--- src/sv/route_table_with_aging_defines.svh ---
// Assertion macros used by the route table top level.
`ifndef ROUTE_TABLE_WITH_AGING_DEFINES_SVH
`define ROUTE_TABLE_WITH_AGING_DEFINES_SVH

// Same-cycle implication, checked at every rising clock edge outside reset.
`define RTA_ASSERT_IMPLY(label, clk, rst, ante, cons, msg) \
   label: assert property (@(posedge clk) disable iff (rst) (ante) |-> (cons)) \
      else $error(msg);

// Next-cycle implication, checked at every rising clock edge outside reset.
`define RTA_ASSERT_NEXT(label, clk, rst, ante, cons, msg) \
   label: assert property (@(posedge clk) disable iff (rst) (ante) |=> (cons)) \
      else $error(msg);

`endif

--- src/sv/rta_ram.sv ---
// Generic single-write, single-read RAM with registered read data.
`default_nettype none

module rta_ram #(
   parameter int WIDTH = 8,
   parameter int DEPTH = 64
) (
   input  wire logic                     clock,
   input  wire logic                     wr_en,
   input  wire logic [$clog2(DEPTH)-1:0] wr_addr,
   input  wire logic [WIDTH-1:0]         wr_data,
   input  wire logic                     rd_en,
   input  wire logic [$clog2(DEPTH)-1:0] rd_addr,
   output logic      [WIDTH-1:0]         rd_data
);

   logic [WIDTH-1:0] mem_ff [DEPTH];
   logic [WIDTH-1:0] rd_data_ff;

   // Write port and registered read port.
   always_ff @(posedge clock) begin
      if (wr_en) begin
         mem_ff[wr_addr] <= wr_data;
      end
      if (rd_en) begin
         rd_data_ff <= mem_ff[rd_addr];
      end
   end

   assign rd_data = rd_data_ff;

endmodule

`default_nettype wire

--- config.mk ---
export PLATFORM = sky130hd
export DESIGN_NAME = rta_ram
export DESIGN_NICKNAME = d
export VERILOG_FILES = /design/src/sv/route_table_with_aging_defines.svh /design/src/sv/rta_ram.sv
export SDC_FILE = /design/constraint.sdc
export NUM_CORES = 1
export LEC_CHECK = 0
export BUFFER_PORTS_ARGS = -buffer_cell sky130_fd_sc_hd__buf_2
export CAP_MARGIN = 20
export CORE_ASPECT_RATIO = 0.9
export CORE_MARGIN = 1
export CORE_UTILIZATION = 29
export DETAILED_ROUTE_END_ITERATION = 7
export PLACE_DENSITY = 0.42
export SETUP_SLACK_MARGIN = 0.1
export SLEW_MARGIN = 15
export SYNTH_ARGS = -nofsm -noshare
export SYNTH_HDL_FRONTEND = slang
export SYNTH_SLANG_ARGS = --single-unit
--- constraint.sdc ---
create_clock -name clock -period 2.8 [get_ports clock]
set_input_delay 0.56 -clock clock [delete_from_list [all_inputs] [get_ports clock]]
set_output_delay 0.56 -clock clock [all_outputs]
set_load 0.1 [all_outputs]
==> summary.txt <==
Outcome
  • Status: completed

Global route
  • M3 GR Usage: 2.28%
  • Met1 Resource Use GR: 22.1%
  • Pin count of the biggest net entering global routing: 65
  • Total global-route track usage: between 10% and 20%
  • First-pass GRT wire length: 76,500 um
  • Overflow after GRT: 0
  • Initial antenna violation count: 1
  • Routing usage on met2: 23.3%
  • Vias in the first global route: between 10,000 and 15,000
  • Busiest grt layer: met2

STA
  • Worst slew pin tran: 0.874 ns
  • Final Max Tran Viols: 0
  • RSZ-0062 raised after global routing: false
  • Hold_ws: around 0.35 ns
  • Fmax: 422 MHz
  • Final Setup Violations: 0
  • Post-layout min period: 2.37 ns
  • Worst clock skew: between 0.01 and 0.015 ns
  • Fin. Hold Viols: 0
  • Final worst-path cycle share: 84.5%
  • Final WS setup: 0.433 ns
  • Rel. slew slack: 41.7%

Clock network
  • CTS sink count: 520
  • Latest clock arrival within the worst-skew pair: 0.61 ns
  • H-tree lvl count: 2
  • Clock-pin slew on the worst setup and hold paths: 0.06 ns
  • TritonCTS clock tree: done
  • CTS resizes: 0
  • Hold_buf cts: 0
  • CTS Root Cell: clkbuf_16
  • Post-CTS setup buffers: 0
  • Clock buffer depth: 3
  • CTS buffer count: 58

Finish
  • Area grow syn2layout: 20.3%
  • NumNets Final: around 1,100
  • Final Instance Area: 24,400 um^2
  • Diode count: 0
  • Layout cell share with drive strength beyond 1: 33.8%
  • Commonest cells after routing, fill and taps aside: edfxtp_1 (520), buf_4 (131), mux4_2 (126)
  • Fillcell total: between 6,000 and 7,000
  • Post-layout util: between 30% and 40%
  • Commonest non-fill, non-tap cell in the layout: edfxtp_1

Synthesis
  • Post-synthesis cell type count: 39
  • Syn Inst Count: 940
  • Warnings from Yosys: 0
  • Mapped Avg Cell Area: 21.5 um^2
  • Yosys reg bits: 520
  • Post-synth net total: 963
  • Post-synthesis async set-or-reset flop share: 0%
  • Cell area after synthesis: 20,200 um^2
  • Sequential-to-total area share from yosys stat: between 70% and 80%
  • Ys flop type: edfxtp_1
  • Post-synth EDFFs: 520

Critical path
  • CP required: around 3.2 ns
  • Worst Path Arrival: about 2.7 ns
  • Worst setup EP type: flip-flop
  • Critical path class: in2reg
  • Worst path bufs/invs: 2
  • Worst Setup Start Kind: primary input
  • Worst Reg-to-Reg Cells: 5
  • Register-to-register setup slack: 0.68 ns
  • Crit Reg-Reg Endpoint: rd_data[6]$_DFFE_PP_
  • CP max stage cell: mux4_2
  • CP max FO: 21
  • CP Cell Sequence: buf_8 > buf_4 > mux4_2 > mux2i_1 > o2111ai_1 > nand2_1 > o2bb2ai_1
  • Worst flop-to-flop path startpoint: mem_ff[29][6]$_DFFE_PP_
  • Top Family by Delay on Critical Path: multiplexers
  • Slowest stage delay, CP: 0.55 ns

Placement
  • Post-DP HPWL: 33,700 um
  • Placed inst area: 22,500 um^2
  • Port bufs: 30
  • Worst slack at placement: -0.165 ns
  • GP Congestion: 0.753

Routing
  • DR WL/cell: 25.1 um
  • Routed Antenna Nets: 0
  • Via Count: slightly below 10,000
  • DRC: 0
  • First-pass iteration count of the detailed router: 5
  • Initial DRC Count: 809
  • Via density: 4.69
  • Final WL: 52,600 um

Power and ir drop
  • Peak supply drop: 0.000408 V
  • Leak Pwr: 7.79 nW
  • Seq pwr share: 50.4%
  • Comb pwr share: 5.7%
  • Clock power frac: 43.9%
  • Ratio of total power to cell area: 705 nW/um^2
  • Psw: 0.00369 W
  • Pint: 0.0135 W
  • Switching Fraction: 21.5%

Floorplanning
  • Core area: around 69,000 um^2
  • Die ar.: 70,900 um^2
  • Die width: ~280 um
  • Initial core utilization: 29.4%
  • # IOs: 31
  • # rows: 91
  • Die height: about 250 um

Hold path
  • Worst Hold Class: in2reg
  • WHS Path Cells: 1
  • Hold EP: rd_data[3]$_DFFE_PP_
  • Hold_sp: rd_en

Run
  • Maxcap violations: 0
worst max path at each step:
stage,startpoint,slack (ns),cells after the start,end
2_1_floorplan,rd_addr[1],0.43,7,rd_data[3]$_DFFE_PP_
3_3_place_gp,rd_addr[0],-0.16,7,rd_data[2]$_DFFE_PP_
3_5_place_dp,rd_addr[0],-0.16,7,rd_data[2]$_DFFE_PP_
4_1_cts,rd_addr[0],0.49,7,rd_data[2]$_DFFE_PP_
5_1_grt,rd_addr[0],0.39,7,rd_data[2]$_DFFE_PP_
6_report,rd_addr[0],0.43,7,rd_data[2]$_DFFE_PP_
layer usage:
layer	vias to the layer above	share of wire (%)
met5	-	0.023
met2	178	46
met1	5291	48
met4	2	2.2
met3	71	3.6
li1	4309	-
metrics by stage:
stage / instances / total power (W) / TNS (ns)
2_1_floorplan: 940 / 0.00935 / 0
3_3_place_gp: 1990 / 0.00982 / -0.446
3_5_place_dp: 1990 / 0.00982 / -0.511
4_1_cts: 2099 / 0.0174 / 0
5_1_grt: 2099 / 0.0177 / 0
6_report: 2099 / 0.0172 / 0
registers in the layout (all words and copies together), names as in the netlist:
signal / count
rd_data: 8
mem_ff: 512
kinds of logic (layout without fill, tap and decap cells):
logic type | after synthesis | in the layout | share of synthesized area (%)
simple gates | 153 | 153 | 3.37
mux | 162 | 162 | 15.9
compound gates | 54 | 54 | 2.06
flops | 520 | 520 | 77.1
buf+inv | 51 | 280 | 1.56
Yosys cell counts, drive strengths merged (2+ instances only):
library cell / count / area share (%)
o2111ai: 3 / 0.13
o21ai: 4 / 0.099
o22ai: 8 / 0.25
a211oi: 4 / 0.15
nand3b: 3 / 0.11
o221a: 2 / 0.11
o2bb2ai: 3 / 0.13
o32ai: 2 / 0.087
nor2: 83 / 1.5
a2111oi: 2 / 0.087
edfxtp: 520 / 77
mux2i: 23 / 1.1
o221ai: 8 / 0.35
nor2b: 14 / 0.43
a22oi: 3 / 0.11
nor3: 7 / 0.17
nand2b: 7 / 0.22
mux4: 126 / 14
o41ai: 2 / 0.087
mux2: 13 / 0.72
nor4: 2 / 0.062
a221oi: 6 / 0.26
nand4: 2 / 0.062
clkbuf: 17 / 0.32
nand2: 19 / 0.35
o21a: 2 / 0.074
nand3: 13 / 0.32
a21oi: 3 / 0.074
buf: 34 / 1.2
power groups by stage:
stage | registers (W) | logic, W | clock network (W)
after floorplan | 0.00889 | 0.000459 | 0
after global placement | 0.00882 | 0.000996 | 0
final | 0.00866 | 0.000982 | 0.00754
after detailed placement | 0.00882 | 0.00100 | 0
after global routing | 0.00866 | 0.00105 | 0.00802
after CTS | 0.00866 | 0.00100 | 0.00778
layout make-up:
class / count / area [um^2] / share of cell area [%]
clock inverters: 38 / 323 / 1.33
flip-flops and latches: 520 / 15600 / 64.1
well taps: 930 / 1160 / 4.78
clock buffers: 71 / 1560 / 6.42
repair buffers: 171 / 1370 / 5.64
multi-input cells: 369 / 4320 / 17.7
(Power assumes the default switching activity.)
