<file path="src/sv/route_table_with_aging_defines.svh">
// Assertion macros used by the route table top level.
`ifndef ROUTE_TABLE_WITH_AGING_DEFINES_SVH
`define ROUTE_TABLE_WITH_AGING_DEFINES_SVH

// Same-cycle implication, checked at every rising clock edge outside reset.
`define RTA_ASSERT_IMPLY(label, clk, rst, ante, cons, msg) \
   label: assert property (@(posedge clk) disable iff (rst) (ante) |-> (cons)) \
      else $error(msg);

// Next-cycle implication, checked at every rising clock edge outside reset.
`define RTA_ASSERT_NEXT(label, clk, rst, ante, cons, msg) \
   label: assert property (@(posedge clk) disable iff (rst) (ante) |=> (cons)) \
      else $error(msg);

`endif

</file>
<file path="src/sv/rta_pkg.sv">
// Types, opcodes and constants of the route table with aging.
`default_nettype none

package rta_pkg;

   // Default table depth and reset value of the timeout register.
   localparam int          ENTRIES_DEFAULT = 64;
   localparam logic [15:0] TIMEOUT_RESET   = 16'd1000;
   localparam logic [6:0]  REMOVED_MAX     = 7'd127;

   // Operation codes carried by a request beat.
   typedef enum logic [1:0] {
      OP_UPDATE = 2'd0,
      OP_LOOKUP = 2'd1,
      OP_TICK   = 2'd2,
      OP_FILTER = 2'd3
   } op_type;

   // One stored route entry.
   typedef struct packed {
      logic [31:0] node_key;
      logic [31:0] seen;
      logic [7:0]  iface;
      logic [15:0] next_hop;
      logic [15:0] seq;
      logic [15:0] hops;
      logic [31:0] bytes;
   } entry_type;

   // A captured request.
   typedef struct packed {
      op_type      op;
      logic [31:0] node_key;
      logic [7:0]  iface;
      logic [15:0] next_hop;
      logic [15:0] seq_in;
      logic [15:0] hops_in;
      logic [31:0] bytes_in;
      logic [31:0] now_secs;
   } req_type;

   // One response beat.
   typedef struct packed {
      logic        found;
      logic        table_full;
      logic [15:0] hops_out;
      logic [7:0]  iface_out;
      logic [15:0] next_hop_out;
      logic [15:0] seq_out;
      logic [31:0] bytes_out;
      logic [6:0]  removed_count;
      logic [15:0] filter_word;
   } rsp_type;

   // Per-entry verdict of the scan unit.
   typedef struct packed {
      logic        key_hit;
      logic        aged;
      logic [15:0] bloom_bits;
   } scan_status_type;

endpackage

`default_nettype wire

</file>
<file path="src/sv/rta_scan_unit.sv">
// Shared per-entry evaluator: key match, age test and Bloom bit of one entry.
`default_nettype none

module rta_scan_unit (
   input  wire rta_pkg::entry_type       entry,
   input  wire logic                     entry_valid,
   input  wire logic [31:0]              query_key,
   input  wire logic [7:0]               query_iface,
   input  wire logic [31:0]              now_secs,
   input  wire logic [15:0]              timeout_secs,
   output rta_pkg::scan_status_type      status
);

   logic [32:0] expiry;

   // The expiry time is kept at 33 bits so that it never wraps.
   assign expiry = {1'b0, entry.seen} + {17'd0, timeout_secs};

   always_comb begin
      status.key_hit    = entry_valid && (entry.node_key == query_key);
      status.aged       = entry_valid && (expiry < {1'b0, now_secs});
      status.bloom_bits = '0;
      if (entry_valid && (entry.iface == query_iface)) begin
         status.bloom_bits[entry.node_key[3:0]] = 1'b1;
      end
   end

endmodule

`default_nettype wire

</file>
<file path="config.mk">
export PLATFORM = sky130hd
export DESIGN_NAME = rta_scan_unit
export DESIGN_NICKNAME = d
export VERILOG_FILES = /design/src/sv/route_table_with_aging_defines.svh /design/src/sv/rta_pkg.sv /design/src/sv/rta_scan_unit.sv
export SDC_FILE = /design/constraint.sdc
export NUM_CORES = 1
export LEC_CHECK = 0
export ABC_CLOCK_PERIOD_IN_PS = 4600
export CORE_AREA = 2 2 99 101
export DETAILED_ROUTE_END_ITERATION = 10
export DIE_AREA = 0 0 101 103
export DONT_BUFFER_PORTS = 1
export MAX_ROUTING_LAYER = met4
export SYNTH_ARGS = -nofsm -noshare
export SYNTH_HDL_FRONTEND = slang
export SYNTH_SLANG_ARGS = --single-unit
</file>
<file path="constraint.sdc">
create_clock -name vclk -period 4.6
set_input_delay 0.92 -clock vclk [all_inputs]
set_output_delay 0.92 -clock vclk [all_outputs]
set_load 0.02 [all_outputs]
</file>
==> metrics.cfg, run 1 <==
[die]
fp.dieH_um = 103
die_area_um2 = 10400
rows = 36
coreArea_um2 = 9459
die_w_um = 101
io-pin-count = 259
initial_utilization = 0.2581

[logic_synthesis]
ys_seq_area_frac = 0
postSynthAreaPerCell_um2 = 7.015
netlist_instances = 348
yosysUniqueCellTypes = 39
netlist_area_um2 = 2441
yosysWarningCount = 0
syn_nets = 637

[critical_path]
max_stage_delay_ps = 330
critical_path_arrival_ps = 3820
cp.depth = 17
crit_type = input pin to output pin
crit_start = entry[88]
cp_data_required_time_ps = 3680
crit_path_end = status[16]
start_kind = input pin
timing.critical_path.mode_cell = o211ai_1
crit_chain = ha_4 -> inv_2 -> fa_2 -> nand2b_4 -> a21oi_4 -> o211ai_1 -> a211oi_4 -> buf_4 -> o2111ai_2 -> xnor2_1 -> ha_1 -> a211oi_2 -> nor2_1 -> nor2_2 -> o211ai_1 -> a21oi_1 -> o22a_2
path_buf_inv = 2
critical_path.max_fanout = 2
cp_top_family = compound AO/OA/AOI/OAI gates
worst_path_max_delay_cell = fa_2
cp-end-kind = output pin

[drt]
via_per_inst = 5.192
wl_um = 8910
drc = 0
routedWlPerCell_um = 17.68
initialDrtViolationCount = 54
drt_first_pass_iters = 4
num_vias = 2617
ant_nets = 0

[sta]
tns_ps = -135.2
setup-violations-final = 1
slew-limit-headroom = 0.5028
maxSlewViolCount = 0
hold_viol = 0
finalCritPeriodShare = 1.029
rsz0062_at_grt = yes
worst_slew_pin_slew_ps = 740.1
worst_slack_ps = -135.2
min_period_ps = 4735
max_freq_ghz = 0.2112

[cells_and_area]
nets = 681
area.growth.synth_to_final_pct = 25.32
diodes = 0
seq_area_um2 = 0
seq_cells = 0
clock_buffers = 0
drive_gt1_frac = 0.1821

[flow_run]
drv_cap = 0

[global_route]
grt_pass1_vias = 2618
grt_pass1_wl_um = 12600
track_usage = 0.1619
overflow = 0
antenna_found_initial = 0
grt_start_max_net_pins = 9

[status]
status = finished with violations
failed_checks = negative setup slack

[worst_hold_path]
hold_class = input pin to output pin

[placement]
place_congestion = 0.8953
io_buffers = 0
place_hpwl_um = 8216
dp_slack_ps = -299.7

[power_and_ir_drop]
p_per_area_nw_per_um2 = 119.1
p_leak_nw = 1.353
ir_worst_vdd_uv = 62.74

[clocking]
postCtsHoldBufs = 0

## layer usage
metal  share of wire  wire (µm)  track usage
met1            0.37       3307       0.1644
met2            0.51       4586       0.3221
met3            0.11        978      0.04814
met4          0.0042         37     0.005198
met5               0          0            -
## metrics by stage
| stage | utilization | hold WS, ps | area (µm²) | power, mW | std cells |
|---|---|---|---|---|---|
| floorplan | - | 1990 | 2487 | 0.2420 | 348 |
| global placement | 0.3119 | 1943 | 2950 | 0.3440 | 501 |
| detailed placement | 0.3119 | 1943 | 2950 | 0.3506 | 501 |
| CTS | 0.3171 | 1943 | 2999 | 0.3594 | 503 |
| global route | 0.3234 | 1939 | 3059 | 0.4137 | 504 |
| finish | 0.3234 | 1938 | 3059 | 0.3642 | 504 |
## area by class of cell
type                       instances  area [µm²]
fill                            1008        6400
inverter                          44       165.2
multi-input combinational        300        2390
tap                              114       142.6
timing repair buffer              46       361.6
## synthesized netlist by cell type (6+ instances only)
| master | instances | area (µm²) |
|---|---|---|
| xnor2_1 | 58 | 508.0 |
| ha_1 | 47 | 588.1 |
| inv_1 | 44 | 165.2 |
| nor2_1 | 24 | 90.09 |
| a21oi_1 | 23 | 115.1 |
| nand2_1 | 21 | 78.83 |
| nand3_1 | 14 | 70.07 |
| nand4_1 | 13 | 81.33 |
| o21ai_0 | 9 | 45.04 |
| xor2_1 | 9 | 78.83 |
| nor3_1 | 8 | 40.04 |
| o2111ai_1 | 8 | 70.07 |
| and3_1 | 7 | 43.79 |
| a211oi_1 | 6 | 45.04 |
| nand2b_1 | 6 | 37.54 |
## logic make-up (layout without fill, tap and decap cells)
kind of cell	count (synthesis)	after routing	share of synthesized area
muxes	1	1	0.004101
AOI/OAI and AO/OA	74	74	0.2045
and+or+nand+nor	110	110	0.2281
adders and majority gates	48	48	0.2491
xor gates and xnor gates	67	67	0.2404
buffers and inverters	48	90	0.07381
## placed cells by master (no fill, tap or decap), types with 7 or more instances in the layout
| cell | n |
|---|---|
| inv_1 | 43 |
| nand3_1 | 14 |
| a21oi_1 | 19 |
| buf_4 | 44 |
| nand4_1 | 13 |
| nor3_1 | 7 |
| and3_1 | 7 |
| o21ai_0 | 7 |
| xor2_1 | 9 |
| nor2_1 | 23 |
| xnor2_1 | 57 |
| nand2_1 | 21 |
| ha_1 | 46 |
## worst min path at each step
stage,from,end,slack [ps],depth (start not counted)
floorplan,entry_valid,status[17],1990,2
global placement,entry[120],status[12],1940,1
detailed placement,entry[120],status[0],1940,1
CTS,entry[120],status[0],1940,1
global route,entry[120],status[12],1940,1
finish,entry[120],status[12],1940,1
## what timing repair did
action | CTS | global route
pin swaps | 10 | 13
gates resized for setup | 6 | 11
setup buffers | 2 | 1
setup endpoints to repair | 1 | 1
## power by group
part / leakage [nW] / switching (mW) / internal, mW
clock: 0 / 0 / 0
combinational: 1.35 / 0.176 / 0.188
sequential: 0 / 0 / 0
total: 1.35 / 0.176 / 0.188
(Power assumes the default switching activity.)
==> run 2: changes to the inputs <==
Settings changed: ABC_CLOCK_PERIOD_IN_PS 4600 to 3800, SKIP_LAST_GASP set to 1.
Clock period 4.6 ns to 3.8 ns, I/O delays scaled along.
==> metrics.cfg, run 2 (same netlist as run 1, synthesis figures left out) <==
[sta]
worst_slack_ps = -582.8  ; was -135.2 ps
tns_ps = -582.8  ; was -135.2 ps
rsz0062_at_grt = yes  ; unchanged
finalCritPeriodShare = 1.153
setup-violations-final = 1  ; unchanged
worst_slew_pin_slew_ps = 720.9  ; was 740.1 ps
slew-limit-headroom = 0.5157  ; was 0.5028
max_freq_ghz = 0.2282
hold_viol = 0  ; unchanged
maxSlewViolCount = 0  ; unchanged
min_period_ps = 4383

[critical_path]
crit_type = input pin to output pin  ; unchanged
critical_path.max_fanout = 6  ; was 2
cp_data_required_time_ps = 3040  ; was 3680 ps
critical_path_arrival_ps = 3620  ; was 3820 ps
cp-end-kind = output pin  ; unchanged
start_kind = input pin  ; unchanged

[placement]
place_hpwl_um = 8608  ; was 8216 µm
dp_slack_ps = -700.8  ; was -299.7 ps
place_congestion = 0.9014  ; was 0.8953
io_buffers = 0  ; unchanged
place_area_um2 = 3078  ; was 2950 µm²

[global_route]
track_usage = 0.1672  ; was 0.1619
grt_pass1_wl_um = 13030  ; was 12,600 µm
grt_pass1_vias = 2673  ; was 2,618
overflow = 0  ; unchanged
antenna_found_initial = 0  ; unchanged
grt_start_max_net_pins = 9  ; unchanged

[die]
die_area_um2 = 10400  ; unchanged
rows = 36  ; unchanged
fp.dieH_um = 103  ; unchanged
coreArea_um2 = 9459  ; unchanged
io-pin-count = 259  ; unchanged
initial_utilization = 0.2581  ; unchanged
die_w_um = 101  ; unchanged

[drt]
via_per_inst = 5.144  ; was 5.192
drt_first_pass_iters = 4  ; unchanged
routedWlPerCell_um = 18.04  ; was 17.68 µm
wl_um = 9417  ; was 8910 µm
num_vias = 2685  ; was 2,617
drc = 0  ; unchanged
initialDrtViolationCount = 34  ; was 54
ant_nets = 0  ; unchanged

[status]
failed_checks = negative setup slack  ; unchanged
status = finished with violations  ; unchanged

[cells_and_area]
seq_cells = 0  ; unchanged
final_common_cell = buf_4  ; was xnor2_1
fin_util = 0.3378  ; was 0.3234
seq_area_um2 = 0  ; unchanged
clock_buffers = 0  ; unchanged
layout_common_cells = 62 x buf_4, 58 x xnor2_1, 46 x ha_1  ; was 57 x xnor2_1, 46 x ha_1, 44 x buf_4
stdcell_area_um2 = 3196  ; was 3059 µm²
fill_cells = 1006  ; was 1,008
diodes = 0  ; unchanged
drive_gt1_frac = 0.2206  ; was 0.1821
area.growth.synth_to_final_pct = 30.91  ; was 25.32%
nets = 699  ; was 681

[worst_hold_path]
hold_class = input pin to output pin  ; unchanged
holdPathStages = 1  ; unchanged

[power_and_ir_drop]
ir_worst_vdd_uv = 81.38  ; was 62.74 µV
total_power_mw = 0.4731  ; was 0.3642 mW
p_per_area_nw_per_um2 = 148.1  ; was 119.1 nW/µm²
p_leak_nw = 1.438  ; was 1.353 nW

[flow_run]
drv_cap = 0  ; unchanged

[clocking]
postCtsHoldBufs = 0  ; unchanged

[run 2: critical path, cell delays in order]
cell	delay [ps]
ha_4	120
inv_2	30
fa_2	330
nand2b_4	160
a21oi_4	130
o211ai_1	160
a211oi_4	260
buf_6	160
o2111ai_2	110
xnor2_1	150
ha_1	300
a21oi_2	160
o21ai_2	80
nor3_2	190
o211ai_1	110
a21oi_1	130
o22a_2	260
[run 2: layout make-up]
type,instances,area [µm²],share of cell area
tap,114,142.6,0.04464
inverter,44,165.2,0.05168
timing repair buffer,64,496.7,0.1554
multi-input combinational,300,2391,0.7482
[run 2: timing repair]
action / 4_1_cts / 5_1_grt
hold endpoints to repair: 0 / 0
endpoints found under the setup margin: 1 / 1
setup buffers: 3 / 1
gates resized for setup: 9 / 11
pin swaps: 13 / 9
[run 2: path summary, 6_finish.rpt]
path,start,to
worst max-delay path,entry[88],status[16]
worst min-delay path,entry[120],status[12]
[run 2: where the power goes]
group	internal [mW]	total (mW)	switching, mW
Combinational	0.248	0.473	0.225
Sequential	0	0	0
Clock	0	0	0
Total	0.248	0.473	0.225
[run 2: stage by stage]
step / hold slack, ps / instances
floorplan: 1670 / 348
global placement: 1622 / 518
detailed placement: 1622 / 518
CTS: 1622 / 521
global route: 1619 / 522
finish: 1620 / 522
[run 2: layer usage]
metal  share of wire  global-route usage  wire length [µm]  vias up
met5               0                   -                 0        -
met4           0.012             0.01143               113        0
met3            0.12             0.05898              1157        7
met2            0.51              0.3297              4832      136
met1            0.35              0.1640              3313     1193
li1                -                   -                 -     1349
